[src/sv/assert_macros.svh]
// ---------------------------------------------------------------------------
// Assertion macros
// Shared concurrent assertion forms for the divider.
// ---------------------------------------------------------------------------
`ifndef ASSERT_MACROS_SVH
`define ASSERT_MACROS_SVH

// check outside of reset
`define DIV64_ASSERT(name, prop, msg) \
  name: assert property (@(posedge clk) disable iff (rst) prop) else $error(msg);

// check at every edge, reset included
`define DIV64_ASSERT_ALWAYS(name, prop, msg) \
  name: assert property (@(posedge clk) prop) else $error(msg);

`endif

[src/sv/div64_pkg.sv]
`default_nettype none
// ---------------------------------------------------------------------------
// div64_pkg
// Operation codes and pipeline control type for the 64-bit divider.
// ---------------------------------------------------------------------------
package div64_pkg;

  typedef enum logic [1:0] {
    OP_UDIV = 2'd0,
    OP_UREM = 2'd1,
    OP_SDIV = 2'd2,
    OP_SREM = 2'd3
  } op_t;

  typedef struct packed {
    logic valid;
    logic rem_sel;
    logic neg;
  } ctrl_t;

endpackage
`default_nettype wire

[src/sv/div64_fix.sv]
`default_nettype none
// ---------------------------------------------------------------------------
// div64_fix
// Output stage: selects quotient or remainder and applies the sign.
// ---------------------------------------------------------------------------
module div64_fix import div64_pkg::*; #(
  parameter int WIDTH = 64
) (
  input  wire logic             clk,
  input  wire logic             rst,
  input  ctrl_t                 ctl,
  input  wire logic [WIDTH-1:0] q,
  input  wire logic [WIDTH-1:0] r,
  output logic                  done,
  output logic      [63:0]      result
);

  logic [WIDTH-1:0] pick;
  logic [WIDTH-1:0] result_next;

  always_comb begin
    pick        = ctl.rem_sel ? r : q;
    result_next = ctl.neg ? (~pick + WIDTH'(1)) : pick;
  end

  always_ff @(posedge clk) begin
    if (rst) begin
      done <= 1'b0;
    end else begin
      done <= ctl.valid;
    end
    result <= 64'(result_next);
  end

endmodule
`default_nettype wire

[config.mk]
export PLATFORM = sky130hd
export DESIGN_NAME = div64_fix
export DESIGN_NICKNAME = d
export VERILOG_FILES = /design/src/sv/assert_macros.svh /design/src/sv/div64_pkg.sv /design/src/sv/div64_fix.sv
export SDC_FILE = /design/constraint.sdc
export NUM_CORES = 1
export LEC_CHECK = 0
export BUFFER_PORTS_ARGS = -buffer_cell sky130_fd_sc_hd__buf_4
export CAP_MARGIN = 20
export CORE_AREA = 4 4 106 108
export DETAILED_ROUTE_END_ITERATION = 12
export DIE_AREA = 0 0 110 112
export GPL_TIMING_DRIVEN = 1
export PLACE_DENSITY = 0.8
export SYNTH_ARGS = -nofsm -noshare
export SYNTH_HDL_FRONTEND = slang
export SYNTH_SLANG_ARGS = --single-unit
[constraint.sdc]
create_clock -name clk -period 3.98 [get_ports clk]
set_input_delay 0.597 -clock clk [delete_from_list [all_inputs] [get_ports clk]]
set_output_delay 0.597 -clock clk [all_outputs]
set_load 0.005 [all_outputs]
# Word level (Yosys, flattened, before mapping)
# Cells that the tools add are included.
# op_classes
n_addsub	1
muxes	2
bitwise_logic	1
# op_table
operator	n
64-bit 2-to-1 mux	2
64-bit by 1-bit adder with 64-bit output (second input constant)	1
64-bit NOT	1
# word_totals
reg_bits	65
input_bits	133
out_inout_bits	65

# Depth between registers and ports, before layout
# logic_depth
ltp_word	4
depth_mapped	15
ltp_nobuf	8

# Worst setup path before layout
# No wires, ideal clock.
# synth_path
path_type	input port to flip-flop
startpoint	input ctl[1] in the netlist's numbering
endpoint	register result[56]
setup_ns	0.072
arrival_time_ns	3.751
t_required_ns	3.908
slack_ns	0.157
cell_stages	15
path_buffers	7
path_cell_list	buf_6 buf_6 buf_2 buf_2 buf_2 buf_2 buf_2 mux2i_1 ha_1 nor3b_1 nand3_1 a22oi_4 o2111ai_2 o41ai_2 xor2_1
# synth_between
elab_chain_len	4
# synth_lines
item	line	source
start, declared	div64_fix.sv:11	input ctrl_t ctl,
64-bit 2-to-1 mux (*)	div64_fix.sv:22	pick = ctl.rem_sel ? r : q;
64-bit NOT	div64_fix.sv:23	result_next = ctl.neg ? (~pick + WIDTH'(1)) : pick;
64-bit by 1-bit adder with 64-bit output	div64_fix.sv:23	
64-bit 2-to-1 mux (*)	div64_fix.sv:23	
via result_next[56]	div64_fix.sv:19	logic [WIDTH-1:0] result_next;
end signal, assigned	div64_fix.sv:32	result <= 64'(result_next);
end, declared	div64_fix.sv:15	output logic [63:0] result
# The timed path passes the listed nets; every way through them passes the cells marked *.
# A chain may end at the register's enable or synchronous reset.

# Worst setup path in the final report
# layout_path
startpoint	input ctl[1] in the netlist's numbering
endpoint	register result[60]
# Same word-level chain as after synthesis.

==> summary by stage <==
Cells and area
The layout overhead on the synthesized area is 38.4%. The number of inserted diodes is 0. The post-layout net count is 838. In the final layout, the share of cells above drive strength 1 is 33.6%. The filler cells instantiated in the layout total 887. The finished layout cell area is 6190 sq um.

Placed design
The placed instances occupy a cell area of approximately 6000 sq um. The global placer's final weighted congestion is about 0.94. The port buffer count is 197. The wire-length estimate of the detail-placed layout is 12300 um.

Drt
The first TritonRoute pass finished after 5 iterations. For this run, design rule violations remaining after detail routing come to 0. The count of nets left with antenna violations once routing finished came out at 0. The final routed wirelength across all metal layers is 15400 um. The count of routing violations after the opening detailed-route iteration is 347. The total number of vias is a little under 5000.

The average via count per standard cell is 5.68. The per-cell routed wire length is 18.3 um.

Critical path
The arrival time of data at the critical path endpoint is around 3400 ps. On the worst path, the slowest cell contributes a delay of 490 ps. The element type at the critical path start is an input port. The worst setup path is captured at a flip-flop. The startpoint-to-endpoint class of the critical path is in2reg. The maximum fanout encountered on the critical timing path is 75. Data on the critical path is required at its endpoint by 4250 ps. The critical path goes through buf_6, mux2i_1, ha_1, nor3b_1, nand3_1, a22oi_4, o2111ai_2, o21ai_0, xor2_1. The launching element of the worst setup path is ctl[1]. The slowest stage of the critical path belongs to the cell o21ai_0.

GRT
The initial antenna violation count came to 0. The met2 track demand over resource is between 30% and 40%. The met1 usage in global routing is 31.0%. The layer flagged by global routing as most heavily used is met2. The first global-routing pass estimated 23600 um of wire. Entering global routing, the biggest net connects 76 pins.

In the global route stage, overall resource usage came out at roughly a quarter. The met3 capacity usage during global routing is 3.83%. The via count of the first global-routing pass came to between 4000 and 5000. The total grt overflow is 0.

Synthesis
The count of flip-flops with a built-in enable after synthesis is 0. For this run, asynchronously set or reset flops after synthesis account for 0%. The number of unique standard cell types used by synthesis is 52. The mean cell area of the mapped netlist is 8.62 sq um. dfxtp_1 takes more of the synthesized area than any other cell. Among all flip-flop cells after synthesis, the most frequent one is dfxtp_1. Ranked by instance count, the synthesized netlist is headed by dfxtp_1 (65), mux2i_1 (61), xor2_1 (52), nor3_1 (40). The cell with the most instances after synthesis is dfxtp_1. Yosys printed 0 warnings. By area the synthesized netlist is led by dfxtp_1 (29%), mux2i_1 (14%), xor2_1 (10%). Of the post-synthesis cell area, the dominant cell type holds 29.1%.

The share of the yosys chip area belonging to registers is roughly 29%. Counting every instance in the synthesized netlist gives 519. The number of nets produced by synthesis is 653. The summed instance area of the synthesized netlist is approximately 4500 sq um. The total of flip-flops plus latches after synthesis is 65.

Floorplanning
The floorplan step set the die width to 110 um. The total die area is approximately 12000 sq um. From bottom edge to top edge, the die measures between 100 and 150 um.

The initial core utilization is a little over two fifths. The standard-cell row count is 37. The number of top-level pins is 198. The area of the core region is about 10000 sq um.

STA
Static timing analysis puts the maximum clock frequency at between 300 and 400 MHz. The final-report hold violation count is 0. Across all hold checks on the routed design, the worst slack comes to 403 ps. Setup repair after global routing left no endpoint under its margin. The worst slew slack as a fraction of its limit is 52.5%. For the pin with the worst max-slew slack, the measured transition is 713 ps. The post-route fraction of the period consumed by the critical path is 78.7%. The number of endpoints failing setup at the final stage is 0. The final sum of negative setup slack is 0 ps.

The final count of pins violating max slew is 0. The clock period minus worst slack is between 3000 and 4000 ps.

Power
For this design the ratio of total power to cell area is 294 nW/um^2. The maximum ir drop on the vdd rail is 165 uV. The design draws 1820 uW. In this run the static leakage power is 0.00262 uW.

Status
The flow ran to the end, and the final reports show no timing, DRC or antenna violations.

Min path
In this run the worst hold path is classified as in2reg. The path with the worst hold slack has its endpoint at done. The startpoint of the lowest-slack hold path is rst. The number of cells on the worst hold path is 2.

Clock tree
The clock tree root driver cell is clkbuf_8. No sink is reached through more buffers than the 2 on the longest clock path. The TritonCTS buffer count is 9.

The register clock-pin slew on the reported worst setup and hold paths is 70 ps. Once the clock tree was built, the resizer swapped 0 gates to a different size. The H-tree was split into 3 levels.

CTS saw 65 sinks. The TritonCTS clock tree is done. The number of buffers inserted by hold repair at cts is 0. The number of buffers added for setup after CTS is 0.

Flow run
The number of max-cap violations is 0.
## power breakdown
group	internal (uW)	switching [uW]	total, uW
Combinational	295	253	548
Sequential	738	30.6	769
Clock	241	265	507
## critical path: cells and delay by family
family,cells,cell delay (ps)
mux,1,330
xor+xnor,1,190
simple gates,2,350
compound gates,3,1230
buf+inv,1,450
fa+ha+maj,1,240
## layout make-up
type / instances / area [sq um] / area share (%)
tap: 136 / 170 / 2.75
multi-input combinational: 421 / 3010 / 48.5
clock buffer: 11 / 141 / 2.28
inverter: 7 / 26.3 / 0.424
timing repair buffer: 200 / 1520 / 24.5
clock inverter: 5 / 31.3 / 0.505
sequential: 65 / 1300 / 21.0
## placed cells by master (no fill, tap or decap), types with 2 or more instances in the layout
| cell | instances |
|---|---|
| nand4_1 | 3 |
| xnor2_1 | 10 |
| o41ai_1 | 2 |
| or4b_2 | 2 |
| nor3b_1 | 24 |
| nor4_2 | 4 |
| nand2b_1 | 5 |
| o22ai_1 | 14 |
| clkinv_2 | 3 |
| nor3_1 | 40 |
| dfxtp_1 | 65 |
| o31ai_1 | 16 |
| o21ai_0 | 28 |
| nand3_1 | 7 |
| clkbuf_8 | 10 |
| nand2_1 | 33 |
| o41ai_2 | 2 |
| inv_1 | 7 |
| xor2_1 | 52 |
| a21oi_1 | 18 |
| nor2_1 | 33 |
| nor4_1 | 14 |
| or3_1 | 3 |
| buf_4 | 198 |
| mux2i_1 | 61 |
| mux2_2 | 6 |
| o32ai_1 | 3 |
| nor2b_1 | 6 |
| nor4b_1 | 8 |
| or4_1 | 7 |
## worst max path at each step
stage / endpoint / slack [ps]
CTS: result[60] / 880
floorplan: result[56] / 160
detailed placement: result[60] / 530
finish: result[60] / 850
global placement: result[60] / 670
global route: result[60] / 700
## sequential cells by signal, indices dropped and copies added (netlist names)
| register | count |
|---|---|
| done | 1 |
| result | 64 |
## metrics by stage
| step | utilization, % | setup slack [ps] | instances |
|---|---|---|---|
| 3_5_place_dp | 58.9 | 532 | 829 |
| 2_1_floorplan | - | 157 | 519 |
| 5_1_grt | 60.5 | 700 | 845 |
| 3_3_place_gp | 58.9 | 669 | 829 |
| 6_report | 60.5 | 846 | 845 |
| 4_1_cts | 60.5 | 884 | 845 |
## layer usage
| layer | wire length, um | vias to the layer above |
|---|---|---|
| li1 | - | 2292 |
| met1 | 6220 | 2211 |
| met2 | 7430 | 253 |
| met3 | 1310 | 47 |
| met4 | 479 | 0 |
| met5 | 0 | - |
## logic make-up after synthesis
kind of cell	share of synthesized area (%)
AOI/OAI and AO/OA	14.1
xor gates and xnor gates	12.1
adders and majority gates	0.280
buffers and inverters	3.75
DFF	29.1
muxes	15.2
and+or+nand+nor	25.5
Power figures use the tool's default switching activity.
