`src/sv/assert_macros.svh`:
```
// ---------------------------------------------------------------------------
// Assertion macros
// Shared concurrent assertion forms for the divider.
// ---------------------------------------------------------------------------
`ifndef ASSERT_MACROS_SVH
`define ASSERT_MACROS_SVH

// check outside of reset
`define DIV64_ASSERT(name, prop, msg) \
  name: assert property (@(posedge clk) disable iff (rst) prop) else $error(msg);

// check at every edge, reset included
`define DIV64_ASSERT_ALWAYS(name, prop, msg) \
  name: assert property (@(posedge clk) prop) else $error(msg);

`endif

```
`src/sv/div64_pkg.sv`:
```
`default_nettype none
// ---------------------------------------------------------------------------
// div64_pkg
// Operation codes and pipeline control type for the 64-bit divider.
// ---------------------------------------------------------------------------
package div64_pkg;

  typedef enum logic [1:0] {
    OP_UDIV = 2'd0,
    OP_UREM = 2'd1,
    OP_SDIV = 2'd2,
    OP_SREM = 2'd3
  } op_t;

  typedef struct packed {
    logic valid;
    logic rem_sel;
    logic neg;
  } ctrl_t;

endpackage
`default_nettype wire

```
`src/sv/div64_cell.sv`:
```
`default_nettype none
// ---------------------------------------------------------------------------
// div64_cell
// One restoring divide step: shift in a dividend bit, trial subtract.
// ---------------------------------------------------------------------------
module div64_cell import div64_pkg::*; #(
  parameter int WIDTH = 64
) (
  input  wire logic             clk,
  input  wire logic             rst,
  input  ctrl_t                 ctl_in,
  input  wire logic [WIDTH-1:0] r_in,
  input  wire logic [WIDTH-1:0] nq_in,
  input  wire logic [WIDTH-1:0] d_in,
  output ctrl_t                 ctl_out,
  output logic      [WIDTH-1:0] r_out,
  output logic      [WIDTH-1:0] nq_out,
  output logic      [WIDTH-1:0] d_out
);

  logic [WIDTH:0]   shifted;
  logic [WIDTH+1:0] diff;
  logic             borrow;
  logic [WIDTH-1:0] r_next;
  logic [WIDTH-1:0] nq_next;

  always_comb begin
    shifted = {r_in, nq_in[WIDTH-1]};
    diff    = {1'b0, shifted} - {2'b00, d_in};
    borrow  = diff[WIDTH+1];
    r_next  = borrow ? shifted[WIDTH-1:0] : diff[WIDTH-1:0];
    nq_next = {nq_in[WIDTH-2:0], ~borrow};
  end

  always_ff @(posedge clk) begin
    if (rst) begin
      ctl_out <= '0;
    end else begin
      ctl_out <= ctl_in;
    end
    r_out  <= r_next;
    nq_out <= nq_next;
    d_out  <= d_in;
  end

endmodule
`default_nettype wire

```
`config.mk`:
```
export PLATFORM = sky130hd
export DESIGN_NAME = div64_cell
export DESIGN_NICKNAME = d
export VERILOG_FILES = /design/src/sv/assert_macros.svh /design/src/sv/div64_pkg.sv /design/src/sv/div64_cell.sv
export SDC_FILE = /design/constraint.sdc
export NUM_CORES = 1
export LEC_CHECK = 0
export ABC_CLOCK_PERIOD_IN_PS = 8100
export BUFFER_PORTS_ARGS = -buffer_cell sky130_fd_sc_hd__buf_2
export CAP_MARGIN = 20
export CORE_MARGIN = 10
export CORE_UTILIZATION = 30
export CTS_CLUSTER_DIAMETER = 40
export CTS_CLUSTER_SIZE = 14
export DETAILED_ROUTE_END_ITERATION = 10
export GPL_TIMING_DRIVEN = 1
export PLACE_DENSITY = 0.51
export RECOVER_POWER = 25
export REMOVE_ABC_BUFFERS = 1
export SLEW_MARGIN = 40
export SYNTH_ARGS = -nofsm -noshare
export SYNTH_HDL_FRONTEND = slang
export SYNTH_SLANG_ARGS = --single-unit
export TNS_END_PERCENT = 1
```
`constraint.sdc`:
```
create_clock -name clk -period 8.1 [get_ports clk]
set_input_delay 0.405 -clock clk [delete_from_list [all_inputs] [get_ports clk]]
set_output_delay 0.405 -clock clk [all_outputs]
set_load 0.02 [all_outputs]
```
* After elaboration in Yosys (flattened, before gate mapping)
Cells that the tools add are included.
** Operators by class
- Add/subtract/negate cells :: 1
- $mul :: 0
- Divide/modulo/power cells :: 0
- $lt $le $gt $ge :: 0
- Equal/unequal tests :: 0
- Shift operators :: 0
- Mux-type cells :: 1
- Bitwise gates (word level) :: 1
- Reduce and logical (&&, ||, !) cells :: 0
** Operator list (number)
- 65-bit by 64-bit subtractor with 66-bit output :: 1
- 64-bit two-way mux :: 1
- 1-bit NOT :: 1
** Word-level totals
- Bits in registers :: 195
- Latch bits :: 0
- Bits in writable memories :: 0
- Bits in read-only memories :: 0
- Word-level logic and storage cells :: 9
- Memories kept :: 0

* Longest topological paths before layout
- Depth after elaboration :: 2
- Gate-level depth with buffers :: 15

* Worst setup path before layout
No wires, ideal clock.
- Path kind :: input to register
- From :: input port d_in[14]
- To :: register r_out[35]
- Library setup time :: 121 ps
- Arrival time :: 2913 ps
- Setup slack :: 5066 ps
- Stages on the path :: 12
- Buffers on the path :: 2
- Cells stage by stage :: inv_1 > ha_1 > buf_2 > nand2_1 > nor4_1 > a221o_2 > a31oi_4 > o41ai_4 > a211oi_2 > o31ai_4 > buf_2 > mux2_2
** Between the ends
- Word-level cells in the longest chain between the ends :: 2
** Ends and longest elaborated chain
- start: declaration :: RTL line div64_cell.sv:14 : input wire logic [WIDTH-1:0] d_in,
- 65-bit by 64-bit subtractor with 66-bit output :: RTL line div64_cell.sv:29 : diff = {1'b0, shifted} - {2'b00, d_in};
- 64-bit two-way mux :: RTL line div64_cell.sv:31 : r_next = borrow ? shifted[WIDTH-1:0] : diff[WIDTH-1:0];
- net r_next[35] :: RTL line div64_cell.sv:24 : logic [WIDTH-1:0] r_next;
- end signal: assignment :: RTL line div64_cell.sv:41 : r_out <= r_next;
- end: declaration :: RTL line div64_cell.sv:16 : output logic [WIDTH-1:0] r_out,
The timed path passes the listed nets, and every way through them passes these cells.
A chain may end at the register's enable or synchronous reset.

* Worst setup path after layout
- From :: input port d_in[4]
- To :: register r_out[26]
The elaborated chain is that of the path after synthesis.

==> summary.txt <==
Run status
  • Outcome: completed

Final layout
  • Layout cells sized above 1: 0.329
  • Multi-input gate area: 4170 um2
  • Final net count: 1588
  • Post-route cell area: 11400 um2
  • FF/Latch Area: 3900 um2
  • Fill cells: 2908
  • Layout area overhead: 34.2%

Worst setup path
  • Critical-path top delay cell: buf_4
  • Worst setup SP type: input pin
  • Critical Path Max Stage Delay: 530 ps
  • Critical Path RT: 8430 ps
  • Crit. End Element: register
  • CP cell instances: buf_2 > inv_1 > ha_1 > o211a_1 > o31ai_1 > a21oi_1 > a221o_2 > a31oi_4 > o41ai_4 > a211oi_2 > o31ai_4 > buf_4 > mux2_2
  • Worst-path fanout max: 63
  • CP Launch Point: d_in[4]
  • Worst EP arrival: 3760 ps
  • Crit Path Category: in -> reg

Power
  • Design Power: 2.65 mW
  • Leakage power: 5.70 nW
  • PwrDens: 232 nW/um2
  • Worst IR Drop VDD: 0.104 mV

Drt
  • Routed length per instance: 17.2 um
  • Drt drc: 0
  • ANT nets after route: 0
  • WL final: 29600 um
  • M1 WL: 12200 um
  • Met3 wire len: 2360 um
  • DRT iter0 DRCs: 329
  • Vias: 7932
  • Metal2 WL: 14500 um
  • Top sig layer: met5
  • Drt pass-1 iters: 5
  • Via density: 4.61

STA
  • Crit share post-route: 0.423
  • Relative slew slack: 0.500
  • Fin crit period: 3430 ps
  • Slew Limit Fails: 0
  • Worst-Margin Slew: 750 ps
  • RSZ-0062 raised after global routing: false
  • Fmax: 292 MHz
  • Post-route setup TNS: 0 ps
  • Hold Vio Cnt, Final: 0
  • Min Hold Slack: 55.9 ps
  • Final setup viols: 0

Global routing
  • Vias in the first global route: 8242
  • Grt total ovfl: 0
  • Largest net degree at the start of global routing: 64
  • First-pass GRT wire length: 45400 um
  • Initial antenna violation count: 8
  • Gr usage total: 0.160

CTS
  • CTS resizes: 0
  • Clock Sinks: 195
  • Post-CTS Setup Repair Bufs: 0
  • Clock Tree Buf Depth: 2
  • CTS tree: built
  • Total CTS buffers: 17
  • Post-CTS Hold Fix Bufs: 0
  • H-Tree Level Count: 4
  • Clock slew at reported path FFs: 80 ps
  • Root buf cell: clkbuf_16

Logic synthesis
  • Unique masters post-synth: 59
  • Post-Syn Area: 8520 um2
  • Number of synthesized flops with an enable pin: 0
  • Synth Area in Compound Gates: 0.198
  • Synth Area in XOR/XNOR: 0.0586
  • Cell taking the most area after synthesis: dfxtp_1
  • Asr flop ratio synth: 0
  • Post-Syn Area per Cell: 9.05 um2
  • Top_reg_cell synth: dfxtp_1
  • Post-Synth Adder-Cell Area: 0.0964
  • Largest family of logic cells by synthesized area: compound AO/OA/AOI/OAI gates
  • Post-synthesis cell count: 941
  • #FFs+latches synth: 195
  • Seq/Total Area, Yosys: 0.458
  • Mux cell area share after synthesis: 0.0182
  • Area contributors post-synth: dfxtp_1 (46%), ha_1 (9.4%), a21oi_1 (7.8%)
  • Area share of the leading cell type in the synthesized netlist: 0.458
  • Synth warn: 0
  • Synth Area in Simple Gates: 0.119

Floorplanning
  • DIE AREA: 35500 um2
  • Std-Cell Rows: 61
  • # IOs: 392
  • Core box area: 27900 um2
  • Die width: 189 um
  • Chip height: 189 um
  • Starting density of the core: 0.305

Placed design
  • Input/output buffers: 391
  • DP Wirelength: 24900 um
  • Dpl cell area: 10800 um2
  • Global placer's final weighted congestion: 0.828

Run
  • Max_cap viols: 0

Hold path
  • Hold Crit Class: in -> reg
  • Worst hold path startpoint: nq_in[54]
## Yosys cell counts, types with 2 or more instances
master,number
a21o_1,25
a31oi_1,10
buf_2,9
nand2_1,73
ha_1,64
nand4_1,12
o21ai_0,27
nand3_1,11
and3_1,6
a221oi_1,3
nor2b_1,9
inv_1,85
nor3_1,5
o21a_1,8
buf_4,2
o221ai_1,4
nor4_1,2
or3b_1,2
a41o_1,2
xor2_1,26
dfxtp_1,195
a211o_1,2
o21ai_1,4
a211oi_1,7
or3_1,4
and2_1,4
xnor2_1,31
mux2_2,12
clkbuf_1,15
o21bai_1,13
or2_2,2
o31a_1,2
a21oi_1,133
a31o_2,4
o211ai_1,5
a22oi_1,2
nand3b_1,2
mux2i_1,2
a21boi_0,2
a2bb2oi_1,2
nor2_1,95
## layer usage
layer  GRT usage  up-vias
met1       0.178     3589
met3      0.0569       34
li1            -     4018
met4      0.0525        4
met5           0        -
met2       0.279      287
## logic make-up after synthesis
logic type      Yosys count
simple gates            230
mux                      14
xor+xnor                 57
compound gates          268
fa+ha+maj                65
buf+inv                 112
flops                   195
## cell type report
type / count / area share
inverter: 85 / 0.0279
antenna: 4 / 0.000876
tap: 378 / 0.0414
multi-input combinational: 634 / 0.365
clock buffer: 18 / 0.0376
timing repair buffer: 393 / 0.172
clock inverter: 14 / 0.0138
sequential: 195 / 0.342
## worst max-delay path: cells and delay by family
kind            cells  cell delay [ps]
fa+ha+maj           1              380
compound gates      8             1860
buf+inv             3              650
mux                 1              400
## where the power goes
part           leakage, nW  total, mW  switching [mW]  internal (mW)
clock                0.288      0.848           0.432          0.416
combinational         3.77      0.717           0.449          0.268
sequential            1.65       1.08          0.0222           1.06
total                 5.70       2.65           0.903           1.75
## final timing paths
check	slack, ps	cells after the start	endpoint
setup / recovery	4670	13	r_out[26]
hold / removal	60	1	nq_out[55]
## metrics by stage
stage / utilization / worst slack (ps) / cells
finish: 0.409 / 4670 / 1721
global route: 0.409 / 4410 / 1719
CTS: 0.409 / 4690 / 1717
detailed placement: 0.388 / 4210 / 1685
global placement: 0.388 / 4260 / 1685
floorplan: - / 3250 / 914
## sequential cells by signal, indices dropped and copies added, names as in the netlist
| register | flops |
|---|---|
| ctl_out | 3 |
| d_out | 64 |
| nq_out | 64 |
| r_out | 64 |
## cells in the final DEF (no fill, tap or decap), drive strengths merged, types with 11 or more instances in the layout
master,n
nand2,73
dfxtp,195
ha,64
mux2,12
a21o,25
a21oi,133
xnor2,31
buf,386
nand4,12
inv,93
clkbuf,25
a31oi,11
o21ai,31
nor2,95
nand3,11
o21bai,13
xor2,26
Note: power is estimated with default switching activity, not from simulation.
