## src/sv/assert_macros.svh

```systemverilog
// ---------------------------------------------------------------------------
// Assertion macros
// Shared concurrent assertion forms for the divider.
// ---------------------------------------------------------------------------
`ifndef ASSERT_MACROS_SVH
`define ASSERT_MACROS_SVH

// check outside of reset
`define DIV64_ASSERT(name, prop, msg) \
  name: assert property (@(posedge clk) disable iff (rst) prop) else $error(msg);

// check at every edge, reset included
`define DIV64_ASSERT_ALWAYS(name, prop, msg) \
  name: assert property (@(posedge clk) prop) else $error(msg);

`endif

```

## src/sv/div64_pkg.sv

```systemverilog
`default_nettype none
// ---------------------------------------------------------------------------
// div64_pkg
// Operation codes and pipeline control type for the 64-bit divider.
// ---------------------------------------------------------------------------
package div64_pkg;

  typedef enum logic [1:0] {
    OP_UDIV = 2'd0,
    OP_UREM = 2'd1,
    OP_SDIV = 2'd2,
    OP_SREM = 2'd3
  } op_t;

  typedef struct packed {
    logic valid;
    logic rem_sel;
    logic neg;
  } ctrl_t;

endpackage
`default_nettype wire

```

## src/sv/div64_prep.sv

```systemverilog
`default_nettype none
// ---------------------------------------------------------------------------
// div64_prep
// Input stage: takes operand magnitudes and records the result sign.
// ---------------------------------------------------------------------------
module div64_prep import div64_pkg::*; #(
  parameter int WIDTH = 64
) (
  input  wire logic             clk,
  input  wire logic             rst,
  input  wire logic             accept,
  input  wire logic [1:0]       req_type,
  input  wire logic [63:0]      dividend,
  input  wire logic [63:0]      divisor,
  output ctrl_t                 ctl,
  output logic      [WIDTH-1:0] n,
  output logic      [WIDTH-1:0] d
);

  op_t              op;
  logic             is_signed;
  logic             nneg;
  logic             dneg;
  logic [WIDTH-1:0] n_raw;
  logic [WIDTH-1:0] d_raw;
  logic [WIDTH-1:0] n_next;
  logic [WIDTH-1:0] d_next;
  ctrl_t            ctl_next;

  always_comb begin
    op        = op_t'(req_type);
    is_signed = (op == OP_SDIV) || (op == OP_SREM);
    n_raw     = dividend[WIDTH-1:0];
    d_raw     = divisor[WIDTH-1:0];
    nneg      = is_signed && n_raw[WIDTH-1];
    dneg      = is_signed && d_raw[WIDTH-1];
    n_next    = nneg ? (~n_raw + WIDTH'(1)) : n_raw;
    d_next    = dneg ? (~d_raw + WIDTH'(1)) : d_raw;
    ctl_next.valid   = accept;
    ctl_next.rem_sel = (op == OP_UREM) || (op == OP_SREM);
    ctl_next.neg     = ctl_next.rem_sel ? nneg : (nneg ^ dneg);
  end

  always_ff @(posedge clk) begin
    if (rst) begin
      ctl <= '0;
    end else begin
      ctl <= ctl_next;
    end
    n <= n_next;
    d <= d_next;
  end

endmodule
`default_nettype wire

```

## config.mk

```make
export PLATFORM = sky130hd
export DESIGN_NAME = div64_prep
export DESIGN_NICKNAME = d
export VERILOG_FILES = /design/src/sv/assert_macros.svh /design/src/sv/div64_pkg.sv /design/src/sv/div64_prep.sv
export SDC_FILE = /design/constraint.sdc
export NUM_CORES = 1
export LEC_CHECK = 0
export BUFFER_PORTS_ARGS = -buffer_cell sky130_fd_sc_hd__clkbuf_2
export CORE_MARGIN = 3
export CORE_UTILIZATION = 36
export CTS_CLUSTER_SIZE = 12
export DETAILED_ROUTE_END_ITERATION = 10
export PLACE_DENSITY = 0.67
export SLEW_MARGIN = 20
export SYNTH_ARGS = -nofsm -noshare
export SYNTH_HDL_FRONTEND = slang
export SYNTH_SLANG_ARGS = --single-unit
export TNS_END_PERCENT = 10
```

## constraint.sdc

```tcl
create_clock -name clk -period 4.5 [get_ports clk]
set_input_delay 0.9 -clock clk [delete_from_list [all_inputs] [get_ports clk]]
set_output_delay 0.9 -clock clk [all_outputs]
set_load 0.005 [all_outputs]
```

==> Word level (Yosys, flattened, before mapping) <==
Index checks and enable logic that the tools add are counted.
{ "op_classes": {"div": 0, "order_cmp": 0, "n_reduce_logical": 4, "n_shift": 0, "eq_ne": 3, "n_mux": 3, "mul": 0, "addsub": 2, "bitwise_logic": 3} }
{ "ops": {"columns": ["op", "count"], "rows": [
  ["$add 64x1->64 const B", 2],
  ["$mux 64", 2],
  ["$not 64->64", 2],
  ["$eq 2x2->1 const B", 2],
  ["$eq 2x1->1 const B", 1],
  ["$logic_and 1x1->1", 2],
  ["$logic_or 1x1->1", 2],
  ["$mux 1", 1],
  ["$xor 1x1->1", 1]
]} }
{ "totals": {"mem_count": 0, "romBits": 0, "latchBits": 0, "ramBits": 0, "in_bits": 133, "out_inout_bits": 131, "reg_bits": 131} }

==> Longest topological paths before layout <==
Gate-level depths: netlist of the first run.
{ "depth": {"ltp_word": 5, "mapped_depth": 7} }

==> Least setup slack after synthesis of the first run <==
OpenSTA, ideal clock, no wires.
{ "synth_path": {"kind": "input to register", "startpoint": "in dividend[22]", "endpoint": "reg n[56]", "setup_ns": 0.125, "stages": 5, "t_arrival_ns": 2.738, "slack_ns": 1.637, "n_path_buf": 0, "path_cell_list": "or4_1 or4b_4 nor4b_4 a31oi_1 xor2_1"} }
{ "synth_between": {"elab_chain_len": 3} }
{ "synth_rtl": {"columns": ["element", "line_no", "rtl"], "rows": [
  ["start, declared", "div64_prep.sv:13", "input wire logic [63:0] dividend,"],
  ["$not 64->64", "div64_prep.sv:37", "n_next = nneg ? (~n_raw + WIDTH'(1)) : n_raw;"],
  ["$add 64x1->64", "div64_prep.sv:37", null],
  ["$mux 64", "div64_prep.sv:37", null],
  ["named net n_next[56]", "div64_prep.sv:26", "logic [WIDTH-1:0] n_next;"],
  ["end signal, assigned", "div64_prep.sv:50", "n <= n_next;"],
  ["end, declared", "div64_prep.sv:16", "output logic [WIDTH-1:0] n,"]
]} }
The timed path passes the listed nets, and every way through them passes these cells.
A chain may end at the register's enable or synchronous reset.

==> Worst setup path in the final report of the first run <==
{ "layout_path": {"startpoint": "in dividend[1]", "endpoint": "reg n[52]"} }
The elaborated chain is that of the path after synthesis.

==> metrics, run 1 <==
status=finished, final reports clean; placed insts=about 1100; setup_tns=0 ps; die height=about 130 um; Critical Path RT=4780 ps; largest fanout on the critical path=8; Post-Synth Adder-Cell Area=0.00443; io pins=264; Die ar.=roughly 17000 sq um; TritonCTS Buffers=17; Static Leak=3.52 nW; WS Path Type=in2reg; final setup fails=0; drt pass-1 iters=5; dpl hpwl=13700 um; crit end category=register; simple-gate area share of the yosys netlist=0.203; CP max stage cell=nor4b_4; vias per inst=5.05; pre-CTS WS=1080 ps; PwrDens=roughly 400 nW/um^2; Slowest Stage Delay on Critical Path=660 ps; vias in the first global route=5362; Post-DRT Antenna Nets=0; mux share of post-synthesis cell area=0; worst vdd ir=0.000244 V; main combinational cell family by area after synthesis=simple AND/OR/NAND/NOR gates; critical path buffer and inverter count=2; Syn Nets=737; critical path cell sequence=clkbuf_2 > inv_1 > ha_1 > nor3b_1 > nand4_1 > nor4b_4 > a21oi_1 > xor2_1; Worst Max-Slew Pin Slew=1010 ps; Hold WS=approximately 640 ps; GP Congestion=0.881; Die X=between 100 and 150 um; port buffer count=about 260; ys flop type=dfxtp_1; CP Launch Type=input pin; post-synthesis sequential area ratio=0.465; hold_buf cts=0; area grow syn2layout=37.5%; WL/cell=16.0 um; met2 wire len=8210 um; Max Used Layer=met4; HP Class=in2reg; Reg clk slew, reported paths=roughly 50 ps; via count=roughly 5500; Mean Syn Cell Area=9.38 sq um; cell class contributing the biggest share of worst-path delay=simple AND/OR/NAND/NOR gates; TritonCTS clock tree=done; relative max-transition margin=0.324; Final Max Slew Viols=0; Max Freq=0.331 GHz; met3 wire len=1140 um; worst setup margin=1470 ps; final hold violations=0; ant diodes=0; RSZ-0062 raised after global routing=false; Nets=1006; worst-case clock buffer depth=2; crit path time final=roughly 3000 ps; Worst EP arrival=between 3000 and 4000 ps; grt ovf=0; DRC Markers=0; Async SR Flop Fraction=0; DRT Wirelength=about 17000 um; Post-CTS Resized=0; post-synthesis xor/xnor area fraction=0.189; Finished Layout Cells=1095; Sink Count=131; number of post-CTS setup repair buffers=0; largest net degree at the start of global routing=41; Placement Rows=45; M1 wire length=7480 um; H-Tree Depth=4; initial core utilization=0.370; core area=15300 sq um; root buffer cell=clkbuf_16; Seq cells post-synth=131; final instance area=7760 sq um; DRT iter0 DRCs=roughly 240; first-pass GRT wire length=27800 um; total of max-cap violations=0; post-synthesis compound-gate area fraction=0.118; initial antenna violation count=0; period utilization=0.672; Post-synth EDFFs=0; Synth Cell Area=5650 sq um; share of cells above drive strength 1=0.346; Post-Synthesis Cells=between 600 and 700; GRT Util Overall=0.200; Netlist cell types=43; Syn. warnings=0; DP Area=7190 sq um
cells by family after synthesis:
family                   after synthesis
AO/OA/AOI/OAI                        108
XOR/XNOR                             122
adder cells (fa/ha/maj)                2
buffers and inverters                 31
flip-flops                           131
AND/OR/NAND/NOR                      208
cell usage after synthesis (5+ instances only):
| cell | n | area [sq um] |
|---|---|---|
| xor2_1 | 73 | 639 |
| nand2_1 | 26 | 97.6 |
| nor3_1 | 22 | 110 |
| o21ai_0 | 19 | 95.1 |
| a31oi_1 | 19 | 119 |
| clkbuf_1 | 14 | 52.6 |
| xnor2_1 | 49 | 429 |
| or3_1 | 5 | 31.3 |
| nor2_1 | 60 | 225 |
| o41ai_1 | 10 | 87.6 |
| or4_1 | 12 | 90.1 |
| nor4_1 | 24 | 150 |
| o31ai_1 | 13 | 97.6 |
| nand3_1 | 8 | 40.0 |
| dfxtp_1 | 131 | 2620 |
| a21oi_1 | 38 | 190 |
| and2_1 | 8 | 50.1 |
| inv_1 | 14 | 52.6 |
| nand4_1 | 11 | 68.8 |
power breakdown:
part           internal (mW)  switching [mW]  total [mW]
combinational          0.205           0.227       0.432
sequential              1.28          0.0362        1.32
clock                  0.839           0.494        1.33
total                   2.33           0.758        3.08
through the flow:
step	utilization	power [mW]
after floorplan	-	1.51
final	0.509	3.08
after global placement	0.471	1.77
after CTS	0.509	3.12
after detailed placement	0.471	1.78
after global routing	0.509	3.23
flip-flops by register name, indices dropped and copies added (netlist names):
name / flops
ctl: 3
d: 64
n: 64
cells in the final DEF (no fill, tap or decap), types with 10 or more instances in the layout:
master / instances
xor2_1: 73
nand4_1: 11
clkbuf_2: 263
o41ai_1: 10
nor2_1: 60
nor3_1: 22
a31oi_1: 19
dfxtp_1: 131
nor4_1: 24
nand2_1: 26
xnor2_1: 49
clkbuf_16: 17
o31ai_1: 13
inv_1: 14
o21ai_0: 19
a21oi_1: 38
or4_1: 12
final timing paths:
path               startpoint     to  slack (ps)  depth (start not counted)
setup / recovery  dividend[1]  n[52]        1470                          8
hold / removal     divisor[0]   d[0]         640                          1
area by class of cell:
type,count,area [sq um]
clock inverters,10,108
well taps,211,264
fillers,1492,7490
repair buffers,267,1350
inverters,14,52.6
flip-flops and latches,131,2620
clock buffers,22,464
multi-input cells,440,2910
routing by layer:
layer / up-vias / GRT usage
met2: 230 / 0.315
li1: 2690 / -
met5: - / 0
met1: 2567 / 0.256
met3: 41 / 0.0505
met4: 0 / 0.0992
Power figures use the tool's default switching activity.
==> run 2, diff against run 1 <==
--- a/config.mk
+++ b/config.mk
@@ -5,12 +5,13 @@
 export SDC_FILE = /design/constraint.sdc
 export NUM_CORES = 1
 export LEC_CHECK = 0
+export ABC_AREA = 1
 export BUFFER_PORTS_ARGS = -buffer_cell sky130_fd_sc_hd__clkbuf_2
 export CORE_MARGIN = 3
 export CORE_UTILIZATION = 36
 export CTS_CLUSTER_SIZE = 12
 export DETAILED_ROUTE_END_ITERATION = 10
-export PLACE_DENSITY = 0.67
+export PLACE_DENSITY = 0.64
 export SLEW_MARGIN = 20
 export SYNTH_ARGS = -nofsm -noshare
 export SYNTH_HDL_FRONTEND = slang
==> constraint.sdc (replaced) <==
create_clock -name clk -period 3.2 [get_ports clk]
set_input_delay 0.64 -clock clk [delete_from_list [all_inputs] [get_ports clk]]
set_output_delay 0.64 -clock clk [all_outputs]
set_load 0.005 [all_outputs]
==> metrics, run 2 <==
status=finished, final reports clean; io pins=264; grt ovf=0; NetSw=1.39 mW; GP Congestion=0.974; Static Leak=4.78 nW; CP max stage cell=inv_2; Post-Synthesis Cells=1134; port buffer count=263; largest net degree at the start of global routing=between 50 and 60; Final Max Slew Viols=0; Int Pwr=3.56 mW; largest fanout on the critical path=35; Sink Count=131; CP Launch Type=input pin; Syn Nets=1269; HP Class=in2reg; worst vdd ir=0.000333 V; power share of the clock group=0.443; H-Tree Depth=4; largest registers=d: 64 flops, n: 64 flops, ctl: 3 flops; vias in the first global route=7893; TritonCTS Buffers=17; Worst Max-Slew Pin Slew=674 ps; Worst EP arrival=2340 ps; Die ar.=roughly 22000 sq um; Seq pwr share=0.380; Die X=between 100 and 150 um; final hold violations=0; RSZ-0062 raised after global routing=false; critical path cell sequence=clkbuf_2 > nand2_2 > inv_2 > o21ai_4 > nand3_2 > inv_2 > nand2_1 > xor2_1; Post-synth EDFFs=0; DRC Markers=0; Reg clk slew, reported paths=approximately 60 ps; Placement Rows=51; relative max-transition margin=0.550; dpl hpwl=about 22000 um; sw frac=0.281; total of max-cap violations=0; final setup fails=0; Netlist cell types=36; Nets=~1500; Slowest Stage Delay on Critical Path=roughly 570 ps; root buffer cell=clkbuf_16; initial antenna violation count=0; DP Area=8850 sq um; hold_buf cts=0; area grow syn2layout=30.3%; period utilization=0.621; Post-CTS Resized=0; share of cells above drive strength 1=0.248; Mean Syn Cell Area=6.44 sq um; core area=slightly below 20000 sq um; Fillers=2069; drt pass-1 iters=5; most frequent cell after synthesis=nand2_1; Post-DRT Antenna Nets=0; cell class contributing the biggest share of worst-path delay=buffers and inverters; worst-case clock buffer depth=2; crit path time final=just under 2000 ps; DRT Wirelength=26500 um; list of most frequent post-synthesis cells=nand2_1 (367), nor2_1 (212), dfxtp_1 (131); largest area contributor in the netlist=dfxtp_1; GRT Util Overall=0.238; Synth Cell Area=7300 sq um; Async SR Flop Fraction=0; Final Total Pwr=4.94 mW; WS Path Type=in2reg; Critical Path RT=approximately 3600 ps; first-pass GRT wire length=41000 um; Max Freq=0.503 GHz; final instance area=between 9000 and 10000 sq um; Combinational Power Share=0.177; commonest non-fill, non-tap cells in the layout=nand2_1 (367), clkbuf_2 (263), nor2_1 (212); TritonCTS clock tree=done; ys flop type=dfxtp_1; most common cell after layout, fill and taps aside=nand2_1; die height=148 um; setup_tns=0 ps; WL/cell=roughly 16 um; top cells by area, synth=dfxtp_1 (36%), nand2_1 (19%), nor2_1 (11%), nand3_1 (7.5%), inv_1 (5.8%); DRT iter0 DRCs=599; critical path buffer and inverter count=3; crit end category=register; post-synthesis sequential area ratio=0.359; via count=8231; initial core utilization=0.370; number of post-CTS setup repair buffers=0; CP dominant cell by count=inv_2; Syn. warnings=0; Hold WS=between 300 and 400 ps; PwrDens=520 nW/um^2; Seq cells post-synth=approximately 130; Yosys top cell area share=0.359; vias per inst=4.89; ant diodes=0
## run 2: cell count changes in the layout (fill, tap and decap cells not counted), sizes merged, moves of 31 or more
cell | before | now
o21ai | 19 | 50
inv | 14 | 123
nor2 | 60 | 229
xnor2 | 49 | 15
nand3 | 8 | 112
nand2 | 26 | 382
## run 2: kinds of logic after synthesis
logic type | after synthesis | share of synthesized area
AND/OR/NAND/NOR | 737 | 0.424
buffers and inverters | 136 | 0.0788
flip-flops | 131 | 0.359
AO/OA/AOI/OAI | 68 | 0.0620
XOR/XNOR | 60 | 0.0720
adder cells (fa/ha/maj) | 2 | 0.00343
## run 2: final timing paths
| kind | from | endpoint | slack [ps] | cells past startpoint |
|---|---|---|---|---|
| setup / recovery | req_type[1] | d[32] | 1210 | 8 |
| hold / removal | dividend[0] | n[0] | 340 | 1 |
## run 2: area by class of cell
class	instances	area (sq um)	area share
clock inverter	14	224	0.0236
multi-input combinational	867	4100	0.431
tap	265	332	0.0349
inverter	122	460	0.0484
clock buffer	18	429	0.0451
sequential	131	2620	0.276
timing repair buffer	266	1340	0.141
## run 2: per-layer routing
| metal | vias up | track usage | wire length, um |
|---|---|---|---|
| met5 | - | 0 | 0 |
| met4 | 0 | 0.110 | 978 |
| met3 | 65 | 0.0509 | 2320 |
| met2 | 403 | 0.398 | 12400 |
| met1 | 3689 | 0.295 | 10800 |
| li1 | 4074 | - | - |
## run 2: stage by stage
step                cells  worst slack, ps   util
floorplan            1134             1420      -
global placement     1651              882  0.449
detailed placement   1651              800  0.449
CTS                  1683             1240  0.482
global route         1683             1080  0.482
finish               1683             1210  0.482
## run 2: power groups by stage
| stage | clock (mW) | combinational [mW] | sequential [mW] |
|---|---|---|---|
| 6_report | 2.19 | 0.873 | 1.88 |
| 5_1_grt | 2.30 | 0.974 | 1.89 |
| 3_5_place_dp | 0 | 0.871 | 1.91 |
| 3_3_place_gp | 0 | 0.865 | 1.92 |
| 4_1_cts | 2.23 | 0.875 | 1.88 |
| 2_1_floorplan | 0 | 0.413 | 1.92 |
==> run 3, diff against run 2 <==
==> constraint.sdc (replaced) <==
create_clock -name clk -period 1.94 [get_ports clk]
set_input_delay 0.388 -clock clk [delete_from_list [all_inputs] [get_ports clk]]
set_output_delay 0.388 -clock clk [all_outputs]
set_load 0.005 [all_outputs]
==> metrics, run 3 (synthesis results as in run 2) <==
period utilization=0.733; Critical Path RT=2260 ps; worst setup margin=517 ps; core area=around 20000 sq um; DRT Wirelength=26800 um; HP Class=in2reg; Combinational Power Share=0.191; placed insts=1661; cell class contributing the biggest share of worst-path delay=simple AND/OR/NAND/NOR gates; ant diodes=0; largest net degree at the start of global routing=41; WS Path Type=in2reg; Hold WS=90.0 ps; first-pass GRT wire length=41200 um; Int Pwr=~5.5 mW; final setup fails=0; grt ovf=0; Placement Rows=51; Worst EP arrival=about 1700 ps; DRC Markers=0; port buffer count=263; worst-case clock buffer depth=2; Post-CTS Resized=0; CP dominant cell by count=nand2_1; critical path buffer and inverter count=2; Finished Layout Cells=1691; vias per inst=4.79; RSZ-0062 raised after global routing=false; Max Freq=0.703 GHz; largest registers=d: 64 flops, n: 64 flops, ctl: 3 flops; beginning of the worst hold path=divisor[0]; initial core utilization=0.370; area grow syn2layout=30.2%; DRT iter0 DRCs=642; pre-CTS WS=~110 ps; dpl hpwl=22700 um; vias in the first global route=7841; root buffer cell=clkbuf_16; Slowest Stage Delay on Critical Path=260 ps; crit path from=divisor[1]; WL/cell=between 15 and 20 um; Nets=1550; Reg clk slew, reported paths=approximately 60 ps; NetSw=2.23 mW; Final Max Slew Viols=0; Post-DRT Antenna Nets=0; Sink Count=131; Die ar.=22000 sq um; number of post-CTS setup repair buffers=0; die height=between 100 and 150 um; total of max-cap violations=0; setup_tns=0 ps; worst vdd ir=just under 0.0006 V; hold_buf cts=0; via count=8102; status=finished, final reports clean; critical path cell sequence=clkbuf_2 > inv_1 > ha_1 > nand3_2 > o21ai_4 > nand3_2 > nor2_2 > nand2_1 > nand2_1 > nand2_1; io pins=roughly 260; Seq pwr share=0.403; TritonCTS clock tree=done; H-Tree Depth=4; drt pass-1 iters=5; most common cell after layout, fill and taps aside=nand2_1; Static Leak=roughly 4.8 nW; TritonCTS Buffers=17; final hold violations=0; crit path time final=1420 ps; crit end category=register; PwrDens=808 nW/um^2; commonest non-fill, non-tap cells in the layout=nand2_1 (367), clkbuf_2 (263), nor2_1 (212); sw frac=0.291; CP max stage cell=o21ai_4; relative max-transition margin=0.739; Worst Max-Slew Pin Slew=between 300 and 400 ps; initial antenna violation count=0; Die X=148 um; power share of the clock group=0.406; GRT Util Overall=0.241; largest fanout on the critical path=5; GP Congestion=0.931; share of cells above drive strength 1=0.253; CP Launch Type=input pin
-- run 3: power by group through the flow --
stage	clock network [mW]	registers [mW]	logic [mW]
after floorplan	0	3.17	0.681
after detailed placement	0	3.16	1.46
after CTS	3.17	3.10	1.47
after global placement	0	3.16	1.45
after global routing	3.29	3.12	1.63
final	3.12	3.10	1.47
-- run 3: final cells by class --
class                           instances  area (sq um)
Fill cell                            2022         10200
Multi-Input combinational cell        867          4100
Sequential cell                       131          2620
Timing Repair Buffer                  276          1430
Inverter                              122           460
Clock buffer                           17           425
Tap cell                              265           332
Clock inverter                         13           139
-- run 3: final timing paths --
kind | depth (start not counted) | slack [ps] | end
hold / removal | 1 | 90 | d[0]
setup / recovery | 10 | 520 | d[56]
-- run 3: per-stage QoR --
| stage | power, mW | utilization | area [sq um] |
|---|---|---|---|
| 2_1_floorplan | 3.85 | - | 7300 |
| 3_3_place_gp | 4.61 | 0.454 | 8940 |
| 3_5_place_dp | 4.62 | 0.454 | 8940 |
| 4_1_cts | 7.74 | 0.482 | 9510 |
| 5_1_grt | 8.04 | 0.482 | 9510 |
| 6_report | 7.68 | 0.482 | 9510 |
-- run 3: layer usage --
metal  GRT usage  vias to the layer above  part of all wire
li1            -                     4084                 -
met1       0.294                     3626              0.42
met2       0.418                      341              0.48
met3      0.0506                       51             0.074
met4      0.0896                        0             0.027
met5           0                        -                 0
